==> config.mk <==
export PLATFORM = sky130hd
export DESIGN_NAME = crcfc_core
export DESIGN_NICKNAME = d
export VERILOG_FILES = /design/src/hdl/crcfc_pkg.sv /design/src/hdl/crcfc_core.sv
export VERILOG_INCLUDE_DIRS = /design/src /design/src/hdl
export SDC_FILE = /design/constraint.sdc
export NUM_CORES = 1
export LEC_CHECK = 0
export BUFFER_PORTS_ARGS = -buffer_cell sky130_fd_sc_hd__buf_2
export CORE_ASPECT_RATIO = 1.25
export CORE_MARGIN = 8
export CORE_UTILIZATION = 55
export DETAILED_ROUTE_END_ITERATION = 8
export PLACE_DENSITY = 0.86
export SYNTH_ARGS = -nofsm -noshare
export SYNTH_HDL_FRONTEND = slang
export SYNTH_SLANG_ARGS = --single-unit
==> constraint.sdc <==
create_clock -name clk -period 3.65 [get_ports clk]
set_clock_uncertainty 0.2 [all_clocks]
set_input_delay 0.1825 -clock clk [delete_from_list [all_inputs] [get_ports clk]]
set_output_delay 0.1825 -clock clk [all_outputs]
set_load 0.02 [all_outputs]
==> src/hdl/crc_frame_checker_macros.svh <==
// assertion macros shared by the crc frame checker rtl
// expects clk and rst_n in the scope of every use
`ifndef CRC_FRAME_CHECKER_MACROS_SVH
`define CRC_FRAME_CHECKER_MACROS_SVH

// same-cycle implication, disabled while in reset
`define CRCFC_ASSERT_SAME(label, ante, cons, msg) \
    label: assert property (@(posedge clk) disable iff (!rst_n) (ante) |-> (cons)) \
        else $error(msg);

// next-cycle implication, disabled while in reset
`define CRCFC_ASSERT_NEXT(label, ante, cons, msg) \
    label: assert property (@(posedge clk) disable iff (!rst_n) (ante) |=> (cons)) \
        else $error(msg);

`endif

==> src/hdl/crcfc_pkg.sv <==
// shared types, constants and the byte-wide crc step for the crc frame checker
// no dependencies
`timescale 1ns / 1ps

package crcfc_pkg;

    localparam int MAX_FRAME_BYTES_DEF = 256;
    localparam int MIN_FRAME_BYTES     = 8;
    localparam int CRC_BYTES           = 2;

    localparam logic [15:0] CRC_INIT = 16'hFFFF;
    localparam logic [15:0] CRC_POLY = 16'h1021;
    localparam logic [15:0] CRC_TOP  = 16'h8000;

    localparam logic [7:0] VERSION_RESET = 8'd1;

    // header byte positions
    localparam int POS_VERSION = 0;
    localparam int POS_NET     = 1;
    localparam int POS_NODE_HI = 2;
    localparam int POS_NODE_LO = 3;
    localparam int POS_TYPE    = 4;
    localparam int POS_SEQ     = 5;
    // first position at which the byte leaving the delay line is payload
    localparam int POS_PAYLOAD_OUT = 8;

    localparam logic [1:0] STAT_OK      = 2'd0;
    localparam logic [1:0] STAT_LEN_ERR = 2'd1;
    localparam logic [1:0] STAT_CRC_ERR = 2'd2;
    localparam logic [1:0] STAT_VER_ERR = 2'd3;

    localparam logic KIND_PAYLOAD = 1'b0;
    localparam logic KIND_STATUS  = 1'b1;

    localparam int TDATA_PAD = 6;

    typedef struct packed {
        logic        kind;
        logic [7:0]  payload_byte;
        logic [1:0]  status;
        logic [7:0]  net_id;
        logic [15:0] node_id;
        logic [7:0]  msg_code;
        logic [7:0]  seq;
        logic [7:0]  body_len;
    } result_t;

    // msb-first crc-16 update over one byte, eight shift steps
    function automatic logic [15:0] crc_byte(input logic [15:0] crc_in,
                                             input logic [7:0]  data_in);
        logic [15:0] c;
        c = crc_in ^ {data_in, 8'h00};
        for (int i = 0; i < 8; i++)
        begin
            if ((c & CRC_TOP) != 16'h0000)
                c = {c[14:0], 1'b0} ^ CRC_POLY;
            else
                c = {c[14:0], 1'b0};
        end
        return c;
    endfunction

endpackage

==> src/hdl/crcfc_core.sv <==
// frame state for the crc frame checker: delay line, running crc, byte counter,
// header capture and the per-item result; uses crcfc_pkg and the macros header
`timescale 1ns / 1ps
`include "crc_frame_checker_macros.svh"

module crcfc_core #(
    parameter int MAX_FRAME_BYTES = crcfc_pkg::MAX_FRAME_BYTES_DEF
) (
    input  logic                clk,
    input  logic                rst_n,
    input  logic                in_accept,
    input  logic [7:0]          data_byte,
    input  logic                last,
    input  logic [7:0]          expected_version,
    output logic                res_valid,
    output crcfc_pkg::result_t  res
);

    localparam int CW = $clog2(MAX_FRAME_BYTES + 2);
    localparam int PW = (CW > 8) ? CW : 9;
    localparam logic [CW-1:0] CNT_SAT = CW'(MAX_FRAME_BYTES + 1);

    logic [15:0]   crc_reg, crc_next;
    logic [CW-1:0] cnt_reg, cnt_next;
    logic [7:0]    dly0_reg, dly1_reg;
    logic [7:0]    ver_reg, ver_next;
    logic [7:0]    net_reg, net_next;
    logic [15:0]   node_reg, node_next;
    logic [7:0]    type_reg, type_next;
    logic [7:0]    seq_reg, seq_next;

    logic [15:0]   crc_fed;
    logic [CW-1:0] cnt_inc;
    logic          is_payload;
    logic [15:0]   rx_crc;
    logic [1:0]    status;
    logic [PW-1:0] pl_wide;
    logic [7:0]    pl_len;

    // header capture at arrival
    always_comb
    begin
        ver_next  = ver_reg;
        net_next  = net_reg;
        node_next = node_reg;
        type_next = type_reg;
        seq_next  = seq_reg;
        case (cnt_reg)
            CW'(crcfc_pkg::POS_VERSION): ver_next        = data_byte;
            CW'(crcfc_pkg::POS_NET):     net_next        = data_byte;
            CW'(crcfc_pkg::POS_NODE_HI): node_next[15:8] = data_byte;
            CW'(crcfc_pkg::POS_NODE_LO): node_next[7:0]  = data_byte;
            CW'(crcfc_pkg::POS_TYPE):    type_next       = data_byte;
            CW'(crcfc_pkg::POS_SEQ):     seq_next        = data_byte;
            default:                     ;
        endcase
    end

    // byte leaving the delay line goes into the crc once the line is full
    assign crc_fed    = (cnt_reg >= CW'(crcfc_pkg::CRC_BYTES))
                        ? crcfc_pkg::crc_byte(crc_reg, dly0_reg) : crc_reg;
    assign cnt_inc    = (cnt_reg == CNT_SAT) ? cnt_reg : cnt_reg + CW'(1);
    assign is_payload = (cnt_reg >= CW'(crcfc_pkg::POS_PAYLOAD_OUT));
    assign rx_crc     = {dly1_reg, data_byte};

    assign crc_next = last ? crcfc_pkg::CRC_INIT : crc_fed;
    assign cnt_next = last ? '0 : cnt_inc;

    always_comb
    begin
        if (cnt_inc < CW'(crcfc_pkg::MIN_FRAME_BYTES)
            || cnt_inc > CW'(MAX_FRAME_BYTES))
            status = crcfc_pkg::STAT_LEN_ERR;
        else if (crc_fed != rx_crc)
            status = crcfc_pkg::STAT_CRC_ERR;
        else if (ver_next != expected_version)
            status = crcfc_pkg::STAT_VER_ERR;
        else
            status = crcfc_pkg::STAT_OK;
    end

    assign pl_wide = PW'(cnt_inc) - PW'(crcfc_pkg::MIN_FRAME_BYTES);
    assign pl_len  = (pl_wide > PW'(255)) ? 8'hFF : pl_wide[7:0];

    always_comb
    begin
        res              = '0;
        res.payload_byte = is_payload ? dly0_reg : 8'h00;
        if (last)
        begin
            res.kind   = crcfc_pkg::KIND_STATUS;
            res.status = status;
            if (status == crcfc_pkg::STAT_OK)
            begin
                res.net_id   = net_next;
                res.node_id  = node_next;
                res.msg_code = type_next;
                res.seq      = seq_next;
                res.body_len = pl_len;
            end
        end
        else
        begin
            res.kind = crcfc_pkg::KIND_PAYLOAD;
        end
    end

    assign res_valid = in_accept && (last || is_payload);

    always_ff @(posedge clk or negedge rst_n)
    begin
        if (!rst_n)
        begin
            crc_reg  <= crcfc_pkg::CRC_INIT;
            cnt_reg  <= '0;
            dly0_reg <= '0;
            dly1_reg <= '0;
            ver_reg  <= '0;
            net_reg  <= '0;
            node_reg <= '0;
            type_reg <= '0;
            seq_reg  <= '0;
        end
        else if (in_accept)
        begin
            crc_reg  <= crc_next;
            cnt_reg  <= cnt_next;
            dly0_reg <= dly1_reg;
            dly1_reg <= data_byte;
            ver_reg  <= ver_next;
            net_reg  <= net_next;
            node_reg <= node_next;
            type_reg <= type_next;
            seq_reg  <= seq_next;
        end
    end

    // frame state restarts after the last byte
    `CRCFC_ASSERT_NEXT(a_frame_restart, in_accept && last,
        cnt_reg == '0 && crc_reg == crcfc_pkg::CRC_INIT, "frame state not restarted")
    // counter never runs past saturation
    `CRCFC_ASSERT_SAME(a_cnt_bound, 1'b1, cnt_reg <= CNT_SAT, "byte counter past saturation")

endmodule

---- Yosys cells after proc, flatten, opt, wreduce, memory -nomap -nowiden ----
Index checks and enable logic that the tools add are counted.
word-level totals
  register bits after elaboration ......... 89
  latch bits .............................. 0
  RAM bits ................................ 0
  bits in read-only memories .............. 0
  input bits .............................. 20
  output and inout port bits .............. 60
  logic and storage cells ................. 64
  memories ................................ 0
cells by class
  add/sub/neg operators ................... 2
  multipliers ............................. 0
  divide/modulo/power cells ............... 0
  $lt $le $gt $ge ......................... 5
  eq/ne operators ......................... 8
  shifts and indexed selects .............. 0
  mux-type cells .......................... 26
  bitwise gates (word level) .............. 9
  reduce and logical (&&, ||, !) cells .... 5
operators by type and width
  kind                                                                   number
  13-bit 2-to-1 mux                                                      8
  8-bit 2-to-1 mux                                                       8
  50-bit 2-to-1 mux                                                      1
  48-bit 2-to-1 mux                                                      1
  16-bit 2-to-1 mux                                                      2
  3-bit inverter                                                         8
  9-bit by 2-bit equality test with 1-bit output, second input constant  2
  9-bit by 3-bit equality test with 1-bit output, second input constant  2
  9-bit 2-to-1 mux                                                       2
  16-bit inequality test                                                 1
  16-bit bitwise XOR                                                     1
  9-bit by 1-bit adder with 9-bit output, second input constant          1
  9-bit by 1-bit equality test with 1-bit output, second input constant  1
  9-bit equality test, second input constant                             1
  9-bit by 2-bit >= comparator with 1-bit output, second input constant  1
  9-bit by 4-bit >= comparator with 1-bit output, second input constant  1
  9-bit by 8-bit > comparator with 1-bit output, second input constant   1
  9-bit > comparator, second input constant                              1
  9-bit logical NOT                                                      1
  9-bit by 4-bit < comparator with 1-bit output, second input constant   1
  9-bit by 4-bit subtractor with 9-bit output, second input constant     1
  8-bit inequality test                                                  1
  2-bit 2-to-1 mux                                                       3
  2-bit logical NOT                                                      1
  other kinds (3)                                                        4

---- Depth between registers and ports, before layout ----
  depth in word-level cells ............... 24
  depth in mapped cells ................... 14
  gate-level depth less buffers ........... 11

---- Worst setup path before layout ----
No wires, ideal clock.
  kind .................................... register to output
  from .................................... register cnt_reg[3]
  to ...................................... output port res[10] in the netlist's numbering
  data arrival time ....................... 2873 ps
  data required time ...................... 3267 ps
  path slack .............................. 394 ps
  stages on the path, launching flop included .. 13
  path buffers ............................ 4
  path through ............................ dfrtp_1 nor4_2 o2111a_1 buf_2 buf_2 mux2i_1 xor2_1 nand3_1 nor3_1 nand4b_1 buf_2 buf_6 nor2_1
RTL lines
  what                      line               RTL
  start: declaration        crcfc_core.sv:24   logic [CW-1:0] cnt_reg, cnt_next;
  start signal: assignment  crcfc_core.sv:127  cnt_reg <= cnt_next;
  end: declaration          crcfc_core.sv:16   output crcfc_pkg::result_t res

==> impl_metrics.ini <==
[status]
violations = negative setup slack
status = complete, but fails checks

[setup_path]
required_ns = 3.27
r2r_end = type_reg[3]
arrival_ns = 3.49
r2r-start = cnt_reg[3]
start_kind = flop
crit_slowest_cell = xnor2_2
reg2regPathDepth = 5
r2r_slack_ns = 0.47
cp_top_family = XOR/XNOR gates
cp_num_cells = 11
slowest_delay_ns = 0.44
path_cells = xnor2_2 -> xor2_2 -> xnor2_1 -> o311ai_1 -> o31ai_1 -> nor4_2 -> nand4b_1 -> buf_6 -> clkbuf_16 -> nor2_1 -> buf_4
critPathCaptureType = output port
crit_type = flop to output port
cp_max_fo = 12
path_buf_inv = 3

[routing]
avgRoutedWirePerCell_um = 21.8
drtPass1Iterations = 6
num_vias = 4750
vias_per_cell = 6.27
totalWireLength_um = 16500
ant_nets = 0
drc = 0
drtIter0Drc = 378

[layout]
final_area_sq_mm = 0.00679
layout_commonest_cell = dfrtp_1
antenna_cells = 0
final_cell_mix = dfrtp_1 (71), buf_4 (62), mux2_2 (53)
final_nets = 652
post_route_cells_drive_above_1_share_pct = 38.3
syn_to_final_growth_pct = 26.0

[power_and_ir_drop]
ir_drop_mv = 0.416
leakage_uw = 0.00315
p_per_area_mw_per_mm2 = 652

[sta]
slew_headroom_pct = 11.6
grt_setup_unrepaired = yes
finalHoldViolCount = 0
drv_slew = 0
whs_ns = 0.0337
fin_ws_ns = -0.227
period_share_pct = 106
setup_viol = 48
worst_pin_slew_ns = 1.32
max_freq_mhz = 258
min_period_ns = 3.88

[clocking]
clock_latency_ns = 0.34
clkTransAtPathRegs_ns = 0.06
cts_root_buf = clkbuf_16
cts_made_buffers = 9
cts.sinks = 89
cts_tree = done
cts_buffer_depth = 2
htree_levels = 3

[logic_synthesis]
synth-simple-area-share_pct = 13.2
synth_top_flop_cell = dfrtp_1
synth_cell_types = 52
synth_top_family_by_area = multiplexers
muxShareOfSynthArea_pct = 19.4
synth-compound-area-share_pct = 8.91
ys_async_sr_fraction_pct = 100
synth_xor_area_share_pct = 12.0
synthAdderAreaFrac_pct = 1.16
synth-edff-count = 0
synth-seq-area-share_pct = 41.7
syn_inst = 532
avgSynthCellArea_sq_um = 10.1
synth_seq_cells = 89
ys_warn_count = 0
syn_nets = 557
syn-cell-area_sq_mm = 0.00539

[global_route]
gr-total-overflow = 0
antenna_found_initial = 0
groute.usage.overall_pct = 22.9
grt_pass1_wl_um = 24500
grt_pass1_vias = 4889
grt_max_degree = 90

[floorplan]
ios = 80
core_area_sq_mm = 0.00956
start_util_pct = 56.4
die_area_sq_mm = 0.0132
die_w_um = 105
fp-row-count = 40
dieHeight_um = 127

[min_path]
min-delay-start = data_byte[4]
holdPathStages = 2
whs_endpoint = dly1_reg[4]
hold_class = primary input to flop

[place]
place.gp.congestion = 0.902
dpl-instance-area_sq_mm = 0.00594
hpwl_um = 10100
post-place-ws_ns = 0.164
io_buffers = 79

[job]
cap_violations = 0
cell families after synthesis:
| family | count (synthesis) |
|---|---|
| AOI/OAI and AO/OA | 74 |
| xor gates and xnor gates | 70 |
| adders and majority gates | 5 |
| buffers and inverters | 45 |
| DFF | 89 |
| muxes | 98 |
| and+or+nand+nor | 151 |
power breakdown:
group | switching [uW] | internal, uW | total, uW
Clock | 389 | 585 | 975
Combinational | 966 | 850 | 1820
Sequential | 266 | 1370 | 1630
area by class of cell:
class	count	area (sq um)
fill	587	2770
timing repair buffer	112	877
multi-input combinational	399	3130
clock buffer	12	267
clock inverter	4	50.0
tap	126	158
inverter	16	60.1
sequential	89	2250
per-stage QoR:
| stage | power (uW) | setup TNS, ns | utilization (%) | cells |
|---|---|---|---|---|
| after global placement | 3110 | 0 | 62.1 | 725 |
| after global routing | 4620 | -18.46 | 71.0 | 758 |
| final | 4420 | -7.37 | 71.0 | 758 |
| after floorplan | 2810 | 0 | - | 532 |
| after detailed placement | 3210 | 0 | 62.1 | 725 |
| after CTS | 4230 | 0 | 67.2 | 749 |
cell usage after synthesis (all sizes together) (2+ instances only):
library cell	count	area (sq um)
o21ai	15	75.1
nand2	29	109
nor2	61	229
dfstp	16	420
nor4	4	43.8
xnor2	42	383
o31ai	2	15.0
dfrtp	73	1830
a21boi	2	15.0
a21oi	22	110
nand2b	5	31.3
nand3	18	90.1
mux2	53	597
ha	5	62.6
and2	10	62.6
clkbuf	21	78.8
or4	3	22.5
nor3	10	50.1
nand4	8	50.1
o22ai	7	43.8
xor2	27	244
mux2i	45	450
buf	8	53.8
inv	14	52.6
o22a	9	78.8
clkinv	2	7.51
a221oi	3	26.3
a31oi	2	12.5
layer usage:
layer	vias up	share of wire [%]	global-route usage, %
met5	-	0	0
met4	0	6.4	15.7
met3	103	7.5	4.96
met2	282	50	40.3
met1	2318	36	24.1
li1	2047	-	-
worst max-delay path by stage:
stage / to / slack (ns) / start
after floorplan: res[10] / 0.39 / cnt_reg[3]
after global routing: res[34] / -0.43 / dly0_reg[6]
final: res[34] / -0.23 / dly0_reg[6]
after global placement: res[5] / 0.28 / cnt_reg[7]
after CTS: res[5] / 0.002 / cnt_reg[1]
after detailed placement: res[11] / 0.16 / cnt_reg[7]
timing repair:
action	CTS	global route
pin swaps	4	9
buffers inserted	4	8
resized for setup	24	91
endpoints found under the setup margin	48	48
hold buffers	2	0
endpoints found under the hold margin	74	0
cloned	2	1
Note: power is estimated with default switching activity, not from simulation.
